[src/sv/emulation_prevention_remover_core_macros.svh]
// Assertion macros for the emulation prevention remover core.
`ifndef EMULATION_PREVENTION_REMOVER_CORE_MACROS_SVH
`define EMULATION_PREVENTION_REMOVER_CORE_MACROS_SVH

`ifndef SYNTHESIS

// Same-cycle implication, disabled while reset is asserted.
`define EPR_ASSERT_IMPLY(label, clk_s, rst_s, ante, cons) \
    label: assert property (@(posedge clk_s) disable iff (!(rst_s)) (ante) |-> (cons)) \
        else $error("epr assertion failed");

// Next-cycle implication, disabled while reset is asserted.
`define EPR_ASSERT_NEXT(label, clk_s, rst_s, ante, cons) \
    label: assert property (@(posedge clk_s) disable iff (!(rst_s)) (ante) |=> (cons)) \
        else $error("epr assertion failed");

`else

`define EPR_ASSERT_IMPLY(label, clk_s, rst_s, ante, cons)
`define EPR_ASSERT_NEXT(label, clk_s, rst_s, ante, cons)

`endif

`endif

[src/sv/epr_pkg.sv]
// Shared widths, codes and types of the emulation prevention remover.
package epr_pkg;

    // Field widths.
    localparam int BYTE_W = 8;
    localparam int OFS_W  = 32;
    localparam int CNT_W  = 16;
    localparam int CODE_W = 3;
    localparam int IDX_W  = 2;
    localparam int RUN_W  = 2;
    localparam int PLAN_W = 2;

    localparam int OFFSET_BITS_DEFAULT = 32;

    // Byte values that matter to the escape scan.
    localparam logic [BYTE_W-1:0] BYTE_ZERO   = 8'h00;
    localparam logic [BYTE_W-1:0] BYTE_ONE    = 8'h01;
    localparam logic [BYTE_W-1:0] BYTE_TWO    = 8'h02;
    localparam logic [BYTE_W-1:0] BYTE_ESCAPE = 8'h03;

    // Zero run saturates here.
    localparam logic [RUN_W-1:0] RUN_FULL = 2'd2;

    // Conformance issue codes.
    localparam logic [CODE_W-1:0] ISSUE_NONE       = 3'd0;
    localparam logic [CODE_W-1:0] ISSUE_BAD_ESCAPE = 3'd1;
    localparam logic [CODE_W-1:0] ISSUE_ZERO3      = 3'd2;
    localparam logic [CODE_W-1:0] ISSUE_START_CODE = 3'd3;
    localparam logic [CODE_W-1:0] ISSUE_RESERVED   = 3'd4;
    localparam logic [CODE_W-1:0] ISSUE_FINAL_ZERO = 3'd5;

    // Status codes.
    localparam logic [CODE_W-1:0] ST_OK           = 3'd0;
    localparam logic [CODE_W-1:0] ST_SPAN_DONE    = 3'd1;
    localparam logic [CODE_W-1:0] ST_ISSUE_LIMIT  = 3'd2;
    localparam logic [CODE_W-1:0] ST_REMOVE_LIMIT = 3'd3;
    localparam logic [CODE_W-1:0] ST_SEG_LIMIT    = 3'd4;
    localparam logic [CODE_W-1:0] ST_HALTED       = 3'd5;

    // Configuration register indexes.
    localparam logic [IDX_W-1:0] REG_SPAN_BASE    = 2'd0;
    localparam logic [IDX_W-1:0] REG_MAX_ISSUES   = 2'd1;
    localparam logic [IDX_W-1:0] REG_MAX_REMOVED  = 2'd2;
    localparam logic [IDX_W-1:0] REG_MAX_SEGMENTS = 2'd3;

    // Reset values of the limit registers.
    localparam logic [CNT_W-1:0] LIMIT_RESET = 16'd4096;

    typedef struct packed {
        logic [OFS_W-1:0] span_base_offset;
        logic [CNT_W-1:0] max_issues;
        logic [CNT_W-1:0] max_removed;
        logic [CNT_W-1:0] max_segments;
    } epr_cfg_t;

    typedef struct packed {
        logic [BYTE_W-1:0] out_byte;
        logic              forwarded;
        logic              new_segment;
        logic [OFS_W-1:0]  source_offset;
        logic [OFS_W-1:0]  rbsp_offset;
        logic [CODE_W-1:0] first_issue;
        logic [CODE_W-1:0] second_issue;
        logic [CODE_W-1:0] status;
    } epr_result_t;

endpackage

[src/sv/epr_if.sv]
// Valid/ready channel interfaces for escaped input bytes and result items.
interface epr_ebsp_if;
    logic                        valid;
    logic                        ready;
    logic [epr_pkg::BYTE_W-1:0]  in_byte;
    logic                        is_last;

    modport source (output valid, output in_byte, output is_last, input ready);
    modport sink (input valid, input in_byte, input is_last, output ready);
endinterface

interface epr_rbsp_if;
    logic                        valid;
    logic                        ready;
    logic [epr_pkg::BYTE_W-1:0]  out_byte;
    logic                        forwarded;
    logic                        new_segment;
    logic [epr_pkg::OFS_W-1:0]   source_offset;
    logic [epr_pkg::OFS_W-1:0]   rbsp_offset;
    logic [epr_pkg::CODE_W-1:0]  first_issue;
    logic [epr_pkg::CODE_W-1:0]  second_issue;
    logic [epr_pkg::CODE_W-1:0]  status;

    modport source (output valid, output out_byte, output forwarded, output new_segment,
                    output source_offset, output rbsp_offset, output first_issue,
                    output second_issue, output status, input ready);
    modport sink (input valid, input out_byte, input forwarded, input new_segment,
                  input source_offset, input rbsp_offset, input first_issue,
                  input second_issue, input status, output ready);
endinterface

[src/sv/epr_cfg_regs.sv]
// Configuration register file of the emulation prevention remover.
module epr_cfg_regs (
    input  logic                        clk,
    input  logic                        rst_n,
    input  logic                        cfg_we,
    input  logic [epr_pkg::IDX_W-1:0]   cfg_index,
    input  logic [epr_pkg::OFS_W-1:0]   cfg_data,
    output epr_pkg::epr_cfg_t           cfg
);

    epr_pkg::epr_cfg_t cfg_reg;

    // Write one register per enabled cycle; limits keep their low bits.
    always_ff @(posedge clk or negedge rst_n)
    begin
        if (!rst_n)
        begin
            cfg_reg.span_base_offset <= '0;
            cfg_reg.max_issues       <= epr_pkg::LIMIT_RESET;
            cfg_reg.max_removed      <= epr_pkg::LIMIT_RESET;
            cfg_reg.max_segments     <= epr_pkg::LIMIT_RESET;
        end
        else if (cfg_we)
        begin
            case (cfg_index)
                epr_pkg::REG_SPAN_BASE:    cfg_reg.span_base_offset <= cfg_data;
                epr_pkg::REG_MAX_ISSUES:   cfg_reg.max_issues   <= cfg_data[epr_pkg::CNT_W-1:0];
                epr_pkg::REG_MAX_REMOVED:  cfg_reg.max_removed  <= cfg_data[epr_pkg::CNT_W-1:0];
                epr_pkg::REG_MAX_SEGMENTS: cfg_reg.max_segments <= cfg_data[epr_pkg::CNT_W-1:0];
                default:                   cfg_reg.span_base_offset <= cfg_reg.span_base_offset;
            endcase
        end
    end

    assign cfg = cfg_reg;

endmodule

[src/sv/epr_step.sv]
// Input register, span state and single-pass byte logic of the remover.
module epr_step #(
    parameter int OFFSET_BITS = epr_pkg::OFFSET_BITS_DEFAULT
) (
    input  logic                        clk,
    input  logic                        rst_n,
    input  logic                        in_valid,
    input  logic [epr_pkg::BYTE_W-1:0]  in_byte,
    input  logic                        is_last,
    output logic                        in_ready,
    input  epr_pkg::epr_cfg_t           cfg,
    input  logic                        out_space,
    output logic                        res_valid,
    output epr_pkg::epr_result_t        res
);

    // Source offsets wrap at OFFSET_BITS; the port keeps 32 bits.
    localparam logic [epr_pkg::OFS_W-1:0] SRC_MASK = (OFFSET_BITS >= epr_pkg::OFS_W) ?
        {epr_pkg::OFS_W{1'b1}} : epr_pkg::OFS_W'((64'd1 << OFFSET_BITS) - 64'd1);

    logic                        in_valid_reg;
    logic [epr_pkg::BYTE_W-1:0]  in_byte_reg;
    logic                        is_last_reg;

    logic [epr_pkg::RUN_W-1:0]   zero_run_reg, zero_run_next;
    logic                        escape_pending_reg, escape_pending_next;
    logic                        prev_forwarded_reg, prev_forwarded_next;
    logic [epr_pkg::OFS_W-1:0]   byte_position_reg, byte_position_next;
    logic [epr_pkg::OFS_W-1:0]   rbsp_count_reg, rbsp_count_next;
    logic [epr_pkg::CNT_W-1:0]   issue_count_reg, issue_count_next;
    logic [epr_pkg::CNT_W-1:0]   removed_count_reg, removed_count_next;
    logic [epr_pkg::CNT_W-1:0]   segment_count_reg, segment_count_next;
    logic                        halted_reg, halted_next;

    logic                        advance;
    logic                        run_full;
    logic                        excl;
    logic                        starts;
    logic [epr_pkg::PLAN_W-1:0]  planned;
    logic [epr_pkg::CODE_W-1:0]  first_code;
    logic [epr_pkg::CODE_W-1:0]  second_code;
    logic [epr_pkg::CODE_W-1:0]  zero_kind;
    logic [epr_pkg::CNT_W:0]     issue_sum;
    logic [epr_pkg::CODE_W-1:0]  breach;
    logic [epr_pkg::OFS_W-1:0]   src_offset;

    // The held item moves on whenever the result register has room.
    assign advance   = in_valid_reg && out_space;
    assign in_ready  = !in_valid_reg || out_space;
    assign res_valid = advance;

    // Input register.
    always_ff @(posedge clk or negedge rst_n)
    begin
        if (!rst_n)
        begin
            in_valid_reg <= 1'b0;
        end
        else if (in_ready)
        begin
            in_valid_reg <= in_valid;
        end
    end

    always_ff @(posedge clk)
    begin
        if (in_ready && in_valid)
        begin
            in_byte_reg <= in_byte;
            is_last_reg <= is_last;
        end
    end

    // Escape detection and issue classification.
    always_comb
    begin
        run_full = (zero_run_reg == epr_pkg::RUN_FULL);
        excl     = run_full && (in_byte_reg == epr_pkg::BYTE_ESCAPE);
        starts   = !excl && !prev_forwarded_reg;

        if (in_byte_reg == epr_pkg::BYTE_ONE)
        begin
            zero_kind = epr_pkg::ISSUE_START_CODE;
        end
        else if (in_byte_reg == epr_pkg::BYTE_TWO)
        begin
            zero_kind = epr_pkg::ISSUE_RESERVED;
        end
        else
        begin
            zero_kind = epr_pkg::ISSUE_ZERO3;
        end

        planned     = '0;
        first_code  = epr_pkg::ISSUE_NONE;
        second_code = epr_pkg::ISSUE_NONE;
        if (escape_pending_reg && (in_byte_reg > epr_pkg::BYTE_ESCAPE))
        begin
            first_code = epr_pkg::ISSUE_BAD_ESCAPE;
            planned    = planned + 2'd1;
        end
        if (run_full && (in_byte_reg <= epr_pkg::BYTE_TWO))
        begin
            if (planned == '0)
            begin
                first_code = zero_kind;
            end
            else
            begin
                second_code = zero_kind;
            end
            planned = planned + 2'd1;
        end
        if (is_last_reg && (in_byte_reg == epr_pkg::BYTE_ZERO))
        begin
            if (planned == '0)
            begin
                first_code = epr_pkg::ISSUE_FINAL_ZERO;
            end
            else
            begin
                second_code = epr_pkg::ISSUE_FINAL_ZERO;
            end
            planned = planned + 2'd1;
        end
    end

    // Limit checks in the order issues, removals, segments.
    always_comb
    begin
        issue_sum = {1'b0, issue_count_reg} + {{(epr_pkg::CNT_W-epr_pkg::PLAN_W+1){1'b0}}, planned};
        if (issue_sum > {1'b0, cfg.max_issues})
        begin
            breach = epr_pkg::ST_ISSUE_LIMIT;
        end
        else if (excl && (removed_count_reg >= cfg.max_removed))
        begin
            breach = epr_pkg::ST_REMOVE_LIMIT;
        end
        else if (starts && (segment_count_reg >= cfg.max_segments))
        begin
            breach = epr_pkg::ST_SEG_LIMIT;
        end
        else
        begin
            breach = epr_pkg::ST_OK;
        end
        src_offset = (cfg.span_base_offset + byte_position_reg) & SRC_MASK;
    end

    // Result and next state.
    always_comb
    begin
        zero_run_next       = zero_run_reg;
        escape_pending_next = escape_pending_reg;
        prev_forwarded_next = prev_forwarded_reg;
        byte_position_next  = byte_position_reg;
        rbsp_count_next     = rbsp_count_reg;
        issue_count_next    = issue_count_reg;
        removed_count_next  = removed_count_reg;
        segment_count_next  = segment_count_reg;
        halted_next         = halted_reg;

        res               = '0;
        res.source_offset = src_offset;
        res.rbsp_offset   = rbsp_count_reg;

        if (halted_reg)
        begin
            res        = '0;
            res.status = epr_pkg::ST_HALTED;
        end
        else if (breach != epr_pkg::ST_OK)
        begin
            halted_next = 1'b1;
            res.status  = breach;
        end
        else
        begin
            issue_count_next = issue_sum[epr_pkg::CNT_W-1:0];
            if (excl)
            begin
                removed_count_next = removed_count_reg + 16'd1;
            end
            else
            begin
                if (starts)
                begin
                    segment_count_next = segment_count_reg + 16'd1;
                end
                rbsp_count_next = rbsp_count_reg + 32'd1;
                res.out_byte    = in_byte_reg;
                res.forwarded   = 1'b1;
                res.new_segment = starts;
            end
            res.first_issue  = first_code;
            res.second_issue = second_code;

            prev_forwarded_next = !excl;
            escape_pending_next = excl;
            if (excl || (in_byte_reg != epr_pkg::BYTE_ZERO))
            begin
                zero_run_next = '0;
            end
            else if (!run_full)
            begin
                zero_run_next = zero_run_reg + 2'd1;
            end
            byte_position_next = byte_position_reg + 32'd1;

            // End of span: clear every span counter.
            if (is_last_reg)
            begin
                zero_run_next       = '0;
                escape_pending_next = 1'b0;
                prev_forwarded_next = 1'b0;
                byte_position_next  = '0;
                rbsp_count_next     = '0;
                issue_count_next    = '0;
                removed_count_next  = '0;
                segment_count_next  = '0;
                res.status          = epr_pkg::ST_SPAN_DONE;
            end
        end
    end

    // Span state registers.
    always_ff @(posedge clk or negedge rst_n)
    begin
        if (!rst_n)
        begin
            zero_run_reg       <= '0;
            escape_pending_reg <= 1'b0;
            prev_forwarded_reg <= 1'b0;
            byte_position_reg  <= '0;
            rbsp_count_reg     <= '0;
            issue_count_reg    <= '0;
            removed_count_reg  <= '0;
            segment_count_reg  <= '0;
            halted_reg         <= 1'b0;
        end
        else if (advance)
        begin
            zero_run_reg       <= zero_run_next;
            escape_pending_reg <= escape_pending_next;
            prev_forwarded_reg <= prev_forwarded_next;
            byte_position_reg  <= byte_position_next;
            rbsp_count_reg     <= rbsp_count_next;
            issue_count_reg    <= issue_count_next;
            removed_count_reg  <= removed_count_next;
            segment_count_reg  <= segment_count_next;
            halted_reg         <= halted_next;
        end
    end

endmodule

[src/sv/epr_out_reg.sv]
// Result register that decouples the byte logic from the output channel.
module epr_out_reg (
    input  logic                  clk,
    input  logic                  rst_n,
    input  logic                  load,
    input  epr_pkg::epr_result_t  load_data,
    output logic                  space,
    output logic                  out_valid,
    input  logic                  out_ready,
    output epr_pkg::epr_result_t  out_data
);

    logic                 valid_reg;
    epr_pkg::epr_result_t data_reg;

    // Room when empty or when the held item leaves this cycle.
    assign space     = !valid_reg || out_ready;
    assign out_valid = valid_reg;
    assign out_data  = data_reg;

    always_ff @(posedge clk or negedge rst_n)
    begin
        if (!rst_n)
        begin
            valid_reg <= 1'b0;
        end
        else if (load)
        begin
            valid_reg <= 1'b1;
        end
        else if (out_ready)
        begin
            valid_reg <= 1'b0;
        end
    end

    always_ff @(posedge clk)
    begin
        if (load)
        begin
            data_reg <= load_data;
        end
    end

endmodule

[src/sv/emulation_prevention_remover_core.sv]
// Top level of the emulation prevention remover: EBSP bytes in, RBSP items out.
// A result item passes through the input register and then the result register.
// Throughput: one item per cycle when the result channel takes items, set by the
// single-pass byte logic between the input register and the result register,
// which updates the span state per item. Reset clears the span state, the halt
// flag and the pipeline, and returns the configuration registers to their defaults.
`include "emulation_prevention_remover_core_macros.svh"

module emulation_prevention_remover_core #(
    parameter int OFFSET_BITS = epr_pkg::OFFSET_BITS_DEFAULT
) (
    input  logic                       clk,
    input  logic                       rst_n,
    epr_ebsp_if.sink                   ebsp,
    epr_rbsp_if.source                 rbsp,
    input  logic                       cfg_we,
    input  logic [epr_pkg::IDX_W-1:0]  cfg_index,
    input  logic [epr_pkg::OFS_W-1:0]  cfg_data
);

    epr_pkg::epr_cfg_t    cfg;
    epr_pkg::epr_result_t step_res;
    epr_pkg::epr_result_t out_res;
    logic                 step_valid;
    logic                 out_space;
    logic                 out_valid;
    logic                 res_normal;

    epr_cfg_regs u_cfg (
        .clk       (clk),
        .rst_n     (rst_n),
        .cfg_we    (cfg_we),
        .cfg_index (cfg_index),
        .cfg_data  (cfg_data),
        .cfg       (cfg)
    );

    epr_step #(
        .OFFSET_BITS (OFFSET_BITS)
    ) u_step (
        .clk       (clk),
        .rst_n     (rst_n),
        .in_valid  (ebsp.valid),
        .in_byte   (ebsp.in_byte),
        .is_last   (ebsp.is_last),
        .in_ready  (ebsp.ready),
        .cfg       (cfg),
        .out_space (out_space),
        .res_valid (step_valid),
        .res       (step_res)
    );

    epr_out_reg u_out (
        .clk       (clk),
        .rst_n     (rst_n),
        .load      (step_valid),
        .load_data (step_res),
        .space     (out_space),
        .out_valid (out_valid),
        .out_ready (rbsp.ready),
        .out_data  (out_res)
    );

    // Drive the result channel.
    assign rbsp.valid         = out_valid;
    assign rbsp.out_byte      = out_res.out_byte;
    assign rbsp.forwarded     = out_res.forwarded;
    assign rbsp.new_segment   = out_res.new_segment;
    assign rbsp.source_offset = out_res.source_offset;
    assign rbsp.rbsp_offset   = out_res.rbsp_offset;
    assign rbsp.first_issue   = out_res.first_issue;
    assign rbsp.second_issue  = out_res.second_issue;
    assign rbsp.status        = out_res.status;

    // A normal item carries an ok or span-complete status.
    assign res_normal = (out_res.status == epr_pkg::ST_OK) ||
                        (out_res.status == epr_pkg::ST_SPAN_DONE);

    // A forwarded byte only comes with an ok or span-complete status.
    `EPR_ASSERT_IMPLY(a_fwd_status, clk, rst_n, out_valid && out_res.forwarded, res_normal)

    // A new segment mark only appears on a forwarded byte.
    `EPR_ASSERT_IMPLY(a_seg_fwd, clk, rst_n, out_valid && out_res.new_segment, out_res.forwarded)

    // Once a breach or halt item is delivered, no normal item follows.
    `EPR_ASSERT_NEXT(a_halt_sticky, clk, rst_n, out_valid && rbsp.ready && !res_normal, !(out_valid && res_normal))

endmodule

[src/flat_wrapper.sv]
// flat-port wrapper written by rule: the top's interface ports become plain ports
module emulation_prevention_remover_core_flat 
#(
    parameter int OFFSET_BITS = epr_pkg::OFFSET_BITS_DEFAULT
)
  (clk, rst_n, cfg_we, cfg_index, cfg_data, ebsp_valid, ebsp_in_byte, ebsp_is_last, ebsp_ready, rbsp_valid, rbsp_out_byte, rbsp_forwarded, rbsp_new_segment, rbsp_source_offset, rbsp_rbsp_offset, rbsp_first_issue, rbsp_second_issue, rbsp_status, rbsp_ready);
  epr_ebsp_if ebsp_i ();
  epr_rbsp_if rbsp_i ();
  input  logic clk;
  input  logic rst_n;
  input  logic cfg_we;
  input  logic [epr_pkg::IDX_W-1:0] cfg_index;
  input  logic [epr_pkg::OFS_W-1:0] cfg_data;
  input wire logic [$bits(ebsp_i.valid)-1:0] ebsp_valid;
  input wire logic [$bits(ebsp_i.in_byte)-1:0] ebsp_in_byte;
  input wire logic [$bits(ebsp_i.is_last)-1:0] ebsp_is_last;
  output wire logic [$bits(ebsp_i.ready)-1:0] ebsp_ready;
  output wire logic [$bits(rbsp_i.valid)-1:0] rbsp_valid;
  output wire logic [$bits(rbsp_i.out_byte)-1:0] rbsp_out_byte;
  output wire logic [$bits(rbsp_i.forwarded)-1:0] rbsp_forwarded;
  output wire logic [$bits(rbsp_i.new_segment)-1:0] rbsp_new_segment;
  output wire logic [$bits(rbsp_i.source_offset)-1:0] rbsp_source_offset;
  output wire logic [$bits(rbsp_i.rbsp_offset)-1:0] rbsp_rbsp_offset;
  output wire logic [$bits(rbsp_i.first_issue)-1:0] rbsp_first_issue;
  output wire logic [$bits(rbsp_i.second_issue)-1:0] rbsp_second_issue;
  output wire logic [$bits(rbsp_i.status)-1:0] rbsp_status;
  input wire logic [$bits(rbsp_i.ready)-1:0] rbsp_ready;
  assign ebsp_i.valid = ebsp_valid;
  assign ebsp_i.in_byte = ebsp_in_byte;
  assign ebsp_i.is_last = ebsp_is_last;
  assign ebsp_ready = ebsp_i.ready;
  assign rbsp_valid = rbsp_i.valid;
  assign rbsp_out_byte = rbsp_i.out_byte;
  assign rbsp_forwarded = rbsp_i.forwarded;
  assign rbsp_new_segment = rbsp_i.new_segment;
  assign rbsp_source_offset = rbsp_i.source_offset;
  assign rbsp_rbsp_offset = rbsp_i.rbsp_offset;
  assign rbsp_first_issue = rbsp_i.first_issue;
  assign rbsp_second_issue = rbsp_i.second_issue;
  assign rbsp_status = rbsp_i.status;
  assign rbsp_i.ready = rbsp_ready;
  emulation_prevention_remover_core #(.OFFSET_BITS(OFFSET_BITS)) u_core (.clk(clk), .rst_n(rst_n), .ebsp(ebsp_i), .rbsp(rbsp_i), .cfg_we(cfg_we), .cfg_index(cfg_index), .cfg_data(cfg_data));
endmodule
[config.mk]
export PLATFORM = sky130hd
export DESIGN_NAME = emulation_prevention_remover_core_flat
export DESIGN_NICKNAME = d
export VERILOG_FILES = /design/src/sv/epr_pkg.sv /design/src/sv/epr_if.sv /design/src/sv/epr_cfg_regs.sv /design/src/sv/epr_step.sv /design/src/sv/epr_out_reg.sv /design/src/sv/emulation_prevention_remover_core.sv /design/src/flat_wrapper.sv
export VERILOG_INCLUDE_DIRS = /design/src /design/src/sv
export SDC_FILE = /design/constraint.sdc
export NUM_CORES = 1
export LEC_CHECK = 0
export BUFFER_PORTS_ARGS = -buffer_cell sky130_fd_sc_hd__buf_4
export CORE_UTILIZATION = 55
export CTS_CLUSTER_SIZE = 28
export DETAILED_ROUTE_END_ITERATION = 8
export PLACE_DENSITY_LB_ADDON = 0.2
export SYNTH_ARGS = -nofsm -noshare
export SYNTH_HDL_FRONTEND = slang
export SYNTH_HIERARCHICAL = 1
export SYNTH_SLANG_ARGS = --single-unit
[constraint.sdc]
create_clock -name clk -period 16.05 [get_ports clk]
set_input_delay 3.21 -clock clk [delete_from_list [all_inputs] [get_ports clk]]
set_output_delay 3.21 -clock clk [all_outputs]
set_load 0.02 [all_outputs]
**Word-level counts from Yosys, hierarchy flattened**

Cells that the tools add are included.

- Flip-flop bits (word level): 291
- Bits in latches: 0
- RAM bits: 0
- Bits in read-only memories: 0
- Input bits: 48
- Output and inout port bits: 85
- Logic and storage cells: 124
- Memories kept: 0

- Add/subtract/negate cells: 9
- Multipliers: 0
- Divide/modulo/power cells: 0
- Magnitude comparators: 5
- Eq/ne operators: 9
- Shifts and indexed selects: 0
- Multiplexer cells: 38
- Bitwise operators: 2
- Reductions and logical operators: 36

Operator list:

| operator | number |
|---|---|
| 2-to-1 mux 16 bit | 6 |
| 2-to-1 mux 32 bit | 3 |
| adder 32 x 1 -> 32 bit (second input constant) | 2 |
| 2-to-1 mux 3 bit | 14 |
| adder 16 x 1 -> 16 bit (second input constant) | 2 |
| adder 32 bit | 1 |
| >= comparator 16 bit | 2 |
| adder 16 x 2 -> 17 bit | 1 |
| > comparator 17 x 16 -> 1 bit | 1 |
| == test 8 x 2 -> 1 bit (second input constant) | 2 |
| 2-to-1 mux 2 bit | 6 |
| AND reduction 4 bit | 3 |
| logical AND 1 bit | 9 |
| 2-to-1 mux 1 bit | 9 |
| == test 8 x 1 -> 1 bit (second input constant) | 1 |
| > comparator 8 x 2 -> 1 bit (second input constant) | 1 |
| less-or-equal comparator 8 x 2 -> 1 bit (second input constant) | 1 |
| zero test 8 bit | 1 |
| AND reduction 2 bit | 4 |
| nonzero test 8 bit | 1 |
| adder 2 x 1 -> 2 bit (second input constant) | 3 |
| == test 2 bit (second input constant) | 3 |
| zero test 2 bit | 3 |
| nonzero test 2 bit | 3 |
| 11 further kinds | 17 |

**Depth between registers and ports, before layout**

Gate-level depths: netlist of run 1.

- Depth in word-level cells: 13
- Mapped depth: 29
- Mapped depth without buffers: 25

**Modules after synthesis**

The synthesis of run 1 kept the hierarchy.

By module, submodules not included:

| module | times used | cells each | area each (sq um) | sequential area each (sq um) |
|---|---|---|---|---|
| epr_step | 1 | 1303 | 10850.4 | 3223.1 |
| epr_cfg_regs | 1 | 170 | 3006.6 | 2005.7 |
| epr_out_reg | 1 | 86 | 2539.9 | 2517.4 |

**Least setup slack after synthesis of run 1**

Ideal clock, no wire load.

- Path type: input-to-output
- Start point: input port rbsp_ready
- End point: output port ebsp_ready
- Data arrival time: 3587 ps
- Data required time: 12840 ps
- Setup slack: 9253 ps
- Cell stages on the path: 2
- Path buffers: 0
- Cells stage by stage: nand2b_4 nand2b_1

- Word-level cells in the longest chain between the ends: 2

RTL lines:

| element | RTL line | source |
|---|---|---|
| start: declaration | flat_wrapper.sv:27 | `input wire logic [$bits(rbsp_i.ready)-1:0] rbsp_ready;` |
| logical OR 1 bit | epr_out_reg.sv:17 | `assign space = !valid_reg \|\| out_ready;` |
| logical OR 1 bit | epr_step.sv:49 | `assign in_ready = !in_valid_reg \|\| out_space;` |
| end: declaration | flat_wrapper.sv:17 | `output wire logic [$bits(ebsp_i.ready)-1:0] ebsp_ready;` |

No other way between the ends.

**Worst setup path in the final report of run 1**

- Start point: input port rbsp_ready
- End point: output port ebsp_ready

- Word-level cells in the longest chain between the ends: 2

RTL lines:

| element | RTL line | source |
|---|---|---|
| logical OR 1 bit | epr_out_reg.sv:17 |  |
| via u_core.out_space | emulation_prevention_remover_core.sv:25 | `logic out_space;` |
| logical OR 1 bit | epr_step.sv:49 |  |

The timed path passes the listed nets, and every way through them passes these cells.

==> impl_results.md, run 1 <==
* Status: complete, no violations
* Die W at between 150 and 200 um
* Crit path largest cell delay at 0.16 ns
* Synth Register Bits at roughly 290
* Crit end category: output pin
* Ports at roughly 130
* Static Leakage at approximately 8.3 nW
* Vert. Die Dim at 175 um
* Drt via density at 6.07
* Core Area at between 20000 and 30000 um^2
* Layout fillers at around 2400
* Gr ovfl total at 0
* Vias at about 13000
* Syn nets at about 1700
* Power Internal at 1.67 mW
* Crit path arrival time at approximately 3.8 ns
* Setup ws final at between 9 and 10 ns
* Drt first-iter violations at between 1000 and 1500
* Initial Util at a little under three fifths
* Logic pwr share at between 20 and 30%
* Top FF cell, synth: dfrtp_1
* Sink Count at ~290
* CP max FO at 3
* Residual DRC at 0
* Seq pwr share at 41.5%
* Max layer used: met4
* Tmin final at roughly 7.0 ns
* CP cell instances: buf_4 -> nand2b_4 -> nand2b_1 -> buf_4
* Max FFs per register at 83
* Clock Path Buffers at 3
* Wire length on met2 at between 15 and 20 mm
* Syn avg cell area at 10.5 um^2
* Placer Congestion at ~0.87
* Hold crit path type: reg2reg
* Max capacitance violation total at 0
* P per Cell Area at about 130 nW/um^2
* Commonest non-fill, non-tap cell in the layout: dfrtp_1
* N_diodes at 0
* Post-DP HPWL at between 20 and 25 mm
* Reg clk slew, reported paths at roughly 0.060 ns
* Layout net count at about 1800
* Skew-Pair Late Insertion Delay at 0.52 ns
* Row count at 62
* Fmax at 143 MHz
* Synth Warn # at 6
* Worst Path Required at about 13 ns
* DRT Wirelength at 36.8 mm
* Endpoints failing hold at 0
* Area growth, synth to finish at 13.8%
* Routed length on met3 at 1.58 mm
* CP Class: in2out
* Sw Pwr at roughly 0.82 mW
* Clk root buf: clkbuf_16
* WL/cell at 17.8 um
* ANT nets after route at 0
* Sw Share at 32.8%
* Post-Layout Cell Count at about 2100
* Top Family by Delay on Critical Path: simple AND/OR/NAND/NOR gates
* Pre-antenna DRT Iters at 5
* Total track usage at between 20% and 30%
* Commonest non-fill, non-tap cells in the layout: dfrtp_1 (195), buf_4 (141), nand2_1 (136)
* Layout Utilization at 64.3%
* Post-synth EDFFs at 92
* Die area at roughly 31000 um^2
* Placed Cells at between 2000 and 2500
* Hold_buf cts at 0
* Clock network power share at a little under a third
* Largest net degree at the start of global routing at about 120
* Post-synthesis async set-or-reset flop share at 68.4%
* Synth Instances at about 1600
* CP most frequent cell: buf_4
* Design Power at 2.49 mW
* Tcrit/Tclk final at 43.6%
* Setup TNS at 0 ns
* Global-route wire length before repair at just over 60 mm
* Synth Cell Area at ~16000 um^2
* H-tree depth reported by CTS at 2
* Number of global-route vias before repair at between 10000 and 15000
* Worst Skew at 0.0283 ns
* Share of layout cells above drive strength 1 at 17.7%
* Final setup vio count at 0
* TritonCTS clock tree: yes
* CTS Buf Count at 34
* Slew Viols, Final at 0
* Initial antenna violation count at 0
* Synth unique cells at slightly below 80
* Slew of the pin with the lowest slew margin at about 1.1 ns
* VDD IR max at 109 uV
* Pre-CTS setup slack at 9.05 ns
* Met1 WL at approximately 17 mm
* RSZ-0062 raised after global routing: false
* Slowest-stage cell, CP: nand2b_1
* Number of buffers and inverters on the critical path at 2
* Port Buffers at 132
* Rel. slew slack at roughly 24%
* Post-CTS resize count at 0
* Crit path launch type: input port
* Post-CTS Setup Bufs at 0
* Sequential element share of the synthesized area at a little under half
-- kinds of logic after synthesis --
logic type | Yosys count | synth area share (%)
AND/OR/NAND/NOR | 620 | 20.8
multiplexers | 81 | 5.56
flip-flops | 291 | 47.2
buffers and inverters | 155 | 4.29
XOR/XNOR | 40 | 2.14
other | 1 | 0.0229
adder cells (fa/ha/maj) | 91 | 7.04
AO/OA/AOI/OAI | 280 | 12.9
-- tightest hold or removal path, cell delays in order, from the launching register on --
cell and delay [ns]:
dfrtp_1 0.35, nand2_1 0.05, o31ai_1 0.06
-- per-layer routing --
metal | vias up | track usage, %
met5 | - | 0
met4 | 0 | 5.91
met3 | 46 | 3.02
met2 | 306 | 39.6
met1 | 6203 | 34.7
li1 | 6000 | -
-- path summary, 6_finish.rpt --
check                                            startpoint                                 end  slack [ns]  cells past startpoint
setup / recovery                                 rbsp_ready                          ebsp_ready        9.06                      4
hold / removal             u_core/u_step/issue_count_reg[0]    u_core/u_step/issue_count_reg[0]        0.49                      2
setup reg to reg               u_core/u_step/in_byte_reg[2]       u_core/u_step/zero_run_reg[1]        9.48                     23
hold reg to reg            u_core/u_step/issue_count_reg[0]    u_core/u_step/issue_count_reg[0]        0.49                      2
max in group asynchronous                             rst_n  u_core/u_step/byte_position_reg[9]       11.35                      3
min in group asynchronous                             rst_n  u_core/u_step/byte_position_reg[1]        2.77                      1
-- cells in the mapped netlist (7+ instances only) --
cell / instances / area share (%)
o31ai_1: 9 / 0.41
and3_1: 41 / 1.6
a21oi_1: 45 / 1.4
dfrtp_1: 196 / 30
a211oi_1: 11 / 0.50
nand2_1: 136 / 3.1
buf_2: 11 / 0.34
o211ai_1: 8 / 0.37
nand3_1: 59 / 1.8
nand4b_1: 7 / 0.37
a31oi_1: 8 / 0.31
o21ai_0: 37 / 1.1
inv_1: 78 / 1.8
nor3_1: 15 / 0.46
o21bai_1: 9 / 0.41
xor2_1: 16 / 0.85
mux2_2: 78 / 5.4
nor4_1: 66 / 2.5
ha_1: 89 / 6.8
and2_1: 65 / 2.5
nor3b_1: 17 / 0.78
a311o_1: 58 / 3.5
and2_0: 14 / 0.53
nor2b_1: 32 / 1.2
a21o_1: 25 / 1.1
nand2b_1: 9 / 0.34
o221ai_1: 9 / 0.48
xnor2_1: 24 / 1.3
a22o_1: 8 / 0.43
clkbuf_1: 43 / 0.98
nor4b_1: 9 / 0.48
buf_4: 14 / 0.64
edfxtp_1: 92 / 17
nor2_1: 89 / 2.0
a211o_1: 14 / 0.75
nand4_1: 23 / 0.88
-- through the flow --
step / cell area (um^2) / hold WS, ns
final: 18700 / 0.489
after global routing: 18700 / 0.512
after CTS: 18700 / 0.487
after detailed placement: 17500 / 0.475
after global placement: 17500 / 0.455
after floorplan: 16400 / 0.438
-- power by group through the flow --
stage	Sequential (mW)	Combinational, mW	Clock, mW
floorplan	1.08	0.442	0
global placement	1.04	0.665	0
detailed placement	1.04	0.687	0
CTS	1.03	0.691	0.785
global route	1.05	0.766	0.813
finish	1.03	0.689	0.767
-- cell type report --
class | instances | area, um^2 | share of cell area, %
inverters | 78 | 294 | 1.58
repair buffers | 142 | 1070 | 5.74
multi-input cells | 1113 | 7950 | 42.6
clock inverters | 18 | 186 | 0.999
flip-flops and latches | 291 | 7750 | 41.5
clock buffers | 44 | 940 | 5.03
well taps | 384 | 480 | 2.57
Note: power is estimated with default switching activity, not from simulation.
==> run 2, diff against run 1 <==
Clock period 16.05 ns to 7.3 ns, I/O delays scaled along.
==> run 2 against run 1 <==
  * Setup slack worse by 8.2 ns
  * Core utilization is 0.17 points lower
  * Critical path depth increased by 19
  * Sequential cell count did not move
  * First-iteration DRC count up 1.9%
  * Register-to-register slack got worse by 8.6 ns
  * Final area shrank 0.27%
  * Routed wire length increased by 1.9%
  * Clock skew fell by 0.018 ns
  * Via count grew 0.48%
  * Die area did not move
  * Non-clock buffer count increased by 2
  * Critical endpoint is now u_core/u_step/segment_count_reg[4]
  * Highest routed layer unchanged
==> impl_results.md, run 2 (synthesis gave the netlist of run 1 again) <==
* Status: complete, no violations
* Post-CTS resize count at 0
* Layout Utilization at 64.2%
* Post-Layout Cell Count at just over 2000
* Hold_buf cts at 0
* VDD IR max at around 260 uV
* Number of global-route vias before repair at between 10000 and 15000
* Max FFs per register at between 80 and 90
* Tcrit/Tclk final at between 80% and 90%
* Clk root buf: clkbuf_16
* Sw Share at roughly a third
* Crit path arrival time at 6.90 ns
* Vias at around 13000
* Area growth, synth to finish at 13.5%
* Initial Util at a little under three fifths
* Crit end category: flip-flop
* Residual DRC at 0
* Slew Viols, Final at 0
* CP max FO at 90
* RR Endpoint: u_core/u_step/segment_count_reg[4]
* Vert. Die Dim at approximately 170 um
* Endpoints failing hold at 0
* RSZ-0062 raised after global routing: false
* Commonest non-fill, non-tap cells in the layout: dfrtp_1 (195), buf_4 (141), nand2_1 (136)
* Sink Count at 291
* Largest net degree at the start of global routing at 110
* Post-DP HPWL at 25.2 mm
* Ports at around 130
* Pre-CTS setup slack at approximately 1 ns
* Fin area at roughly 19000 um^2
* Max capacitance violation total at 0
* Clock network power share at between 20% and 30%
* Hold crit path type: reg2reg
* Worst Path Required at 7.79 ns
* WHS at 0.479 ns
* Placer Congestion at slightly below 0.9
* Post-CTS Setup Bufs at 0
* Core Area at 29000 um^2
* Crit path launch type: flip-flop
* TritonCTS clock tree: yes
* Reg2Reg Setup Slack at between 0.8 and 0.9 ns
* Power Internal at around 3.6 mW
* R2r startpoint: u_core/u_step/in_byte_reg[2]
* Rel. slew slack at 36.4%
* ANT nets after route at 0
* Initial antenna violation count at 0
* Drt first-iter violations at roughly 1200
* Setup TNS at 0 ns
* CP Class: reg2reg
* Share of layout cells above drive strength 1 at about 17%
* Fmax at ~160 MHz
* Global-route wire length before repair at 61.8 mm
* Reg clk slew, reported paths at roughly 0.060 ns
* Final setup vio count at 0
* Design Power at around 5.4 mW
* Capture point of the critical path: u_core/u_step/segment_count_reg[4]
* Sw Pwr at roughly 1.8 mW
* R2R depth at 23
* Placed Cells at around 2000
* Setup ws final at roughly 0.9 ns
* Worst Skew at 0.0103 ns
* Drt via density at roughly 6
* H-tree depth reported by CTS at 1
* Seq pwr share at a little over two fifths
* Port Buffers at 132
* Total track usage at between 20% and 30%
* Placed inst area at ~18000 um^2
* Tmin final at about 6.4 ns
* WL/cell at about 18 um
* Commonest non-fill, non-tap cell in the layout: dfrtp_1
* Logic pwr share at between 20% and 30%
* Gr ovfl total at 0
* Skew-Pair Late Insertion Delay at around 0.55 ns
* Crit path launch: u_core/u_step/in_byte_reg[2]
* Static Leakage at a little over 8 nW
* Die W at 175 um
* CTS Buf Count at 31
* Pre-antenna DRT Iters at 5
* DRT Wirelength at 37.5 mm
* Row count at 62
* Layout net count at 1798
* Die area at just over 30000 um^2
* Clock Path Buffers at 3
* P per Cell Area at between 200 and 300 nW/um^2
* N_diodes at 0
* Slew of the pin with the lowest slew margin at 0.955 ns
-- run 2: cell count changes in the layout (fill, tap and decap cells not counted), sizes merged --
cell	change
buf	+2
clkinv	+2
bufinv	+2
inv	-2
clkbuf	-7
-- run 2: how the worst min path moves through the flow --
stage | from | endpoint | slack, ns | depth (start not counted)
6_report | u_core/u_step/zero_run_reg[0] | u_core/u_step/zero_run_reg[0] | 0.48 | 1
2_1_floorplan | u_core/u_step/zero_run_reg[0] | u_core/u_step/zero_run_reg[0] | 0.44 | 1
3_5_place_dp | u_core/u_step/zero_run_reg[0] | u_core/u_step/zero_run_reg[0] | 0.46 | 1
5_1_grt | u_core/u_step/zero_run_reg[0] | u_core/u_step/zero_run_reg[0] | 0.52 | 1
3_3_place_gp | u_core/u_step/zero_run_reg[0] | u_core/u_step/zero_run_reg[0] | 0.46 | 1
4_1_cts | u_core/u_step/zero_run_reg[0] | u_core/u_step/zero_run_reg[0] | 0.48 | 1
-- run 2: routing by layer --
metal	up-vias	wire (um)	GRT usage, %
met5	-	0	0
met3	39	1700	2.46
li1	6002	-	-
met4	0	585	5.22
met2	341	17800	40.0
met1	6233	17400	36.2
-- run 2: final cells by class --
| type | instances | area [um^2] |
|---|---|---|
| Sequential cell | 291 | 7750 |
| Multi-Input combinational cell | 1113 | 7950 |
| Clock inverter | 20 | 228 |
| Fill cell | 2345 | 10400 |
| Clock buffer | 37 | 808 |
| Timing Repair Buffer | 144 | 1110 |
| Tap cell | 384 | 480 |
| Inverter | 78 | 294 |
-- run 2: worst max-delay path: stages, from the launching register on --
cell,delay (ns)
edfxtp_1,0.42
nor4_4,0.40
nand2_1,0.20
nor4_1,0.70
nand2_1,0.21
o21a_1,0.19
ha_1,0.27
a21o_1,0.10
nand2_1,0.10
nor2_1,0.25
and3_1,0.28
and2_1,0.22
nand3_1,0.15
xnor2_1,0.16
ha_1,0.30
and3_1,0.21
a221o_1,0.35
a31oi_1,0.18
o31ai_1,0.14
a21oi_4,0.27
nand4b_4,0.29
buf_12,0.30
or4_1,0.51
nand3_1,0.10
-- run 2: power groups by stage --
stage          registers [mW]  clock network, mW  logic [mW]
2_1_floorplan            2.37                  0       0.971
4_1_cts                  2.27               1.63        1.53
3_5_place_dp             2.29                  0        1.53
6_report                 2.27               1.60        1.53
5_1_grt                  2.31               1.69        1.69
3_3_place_gp             2.28                  0        1.48
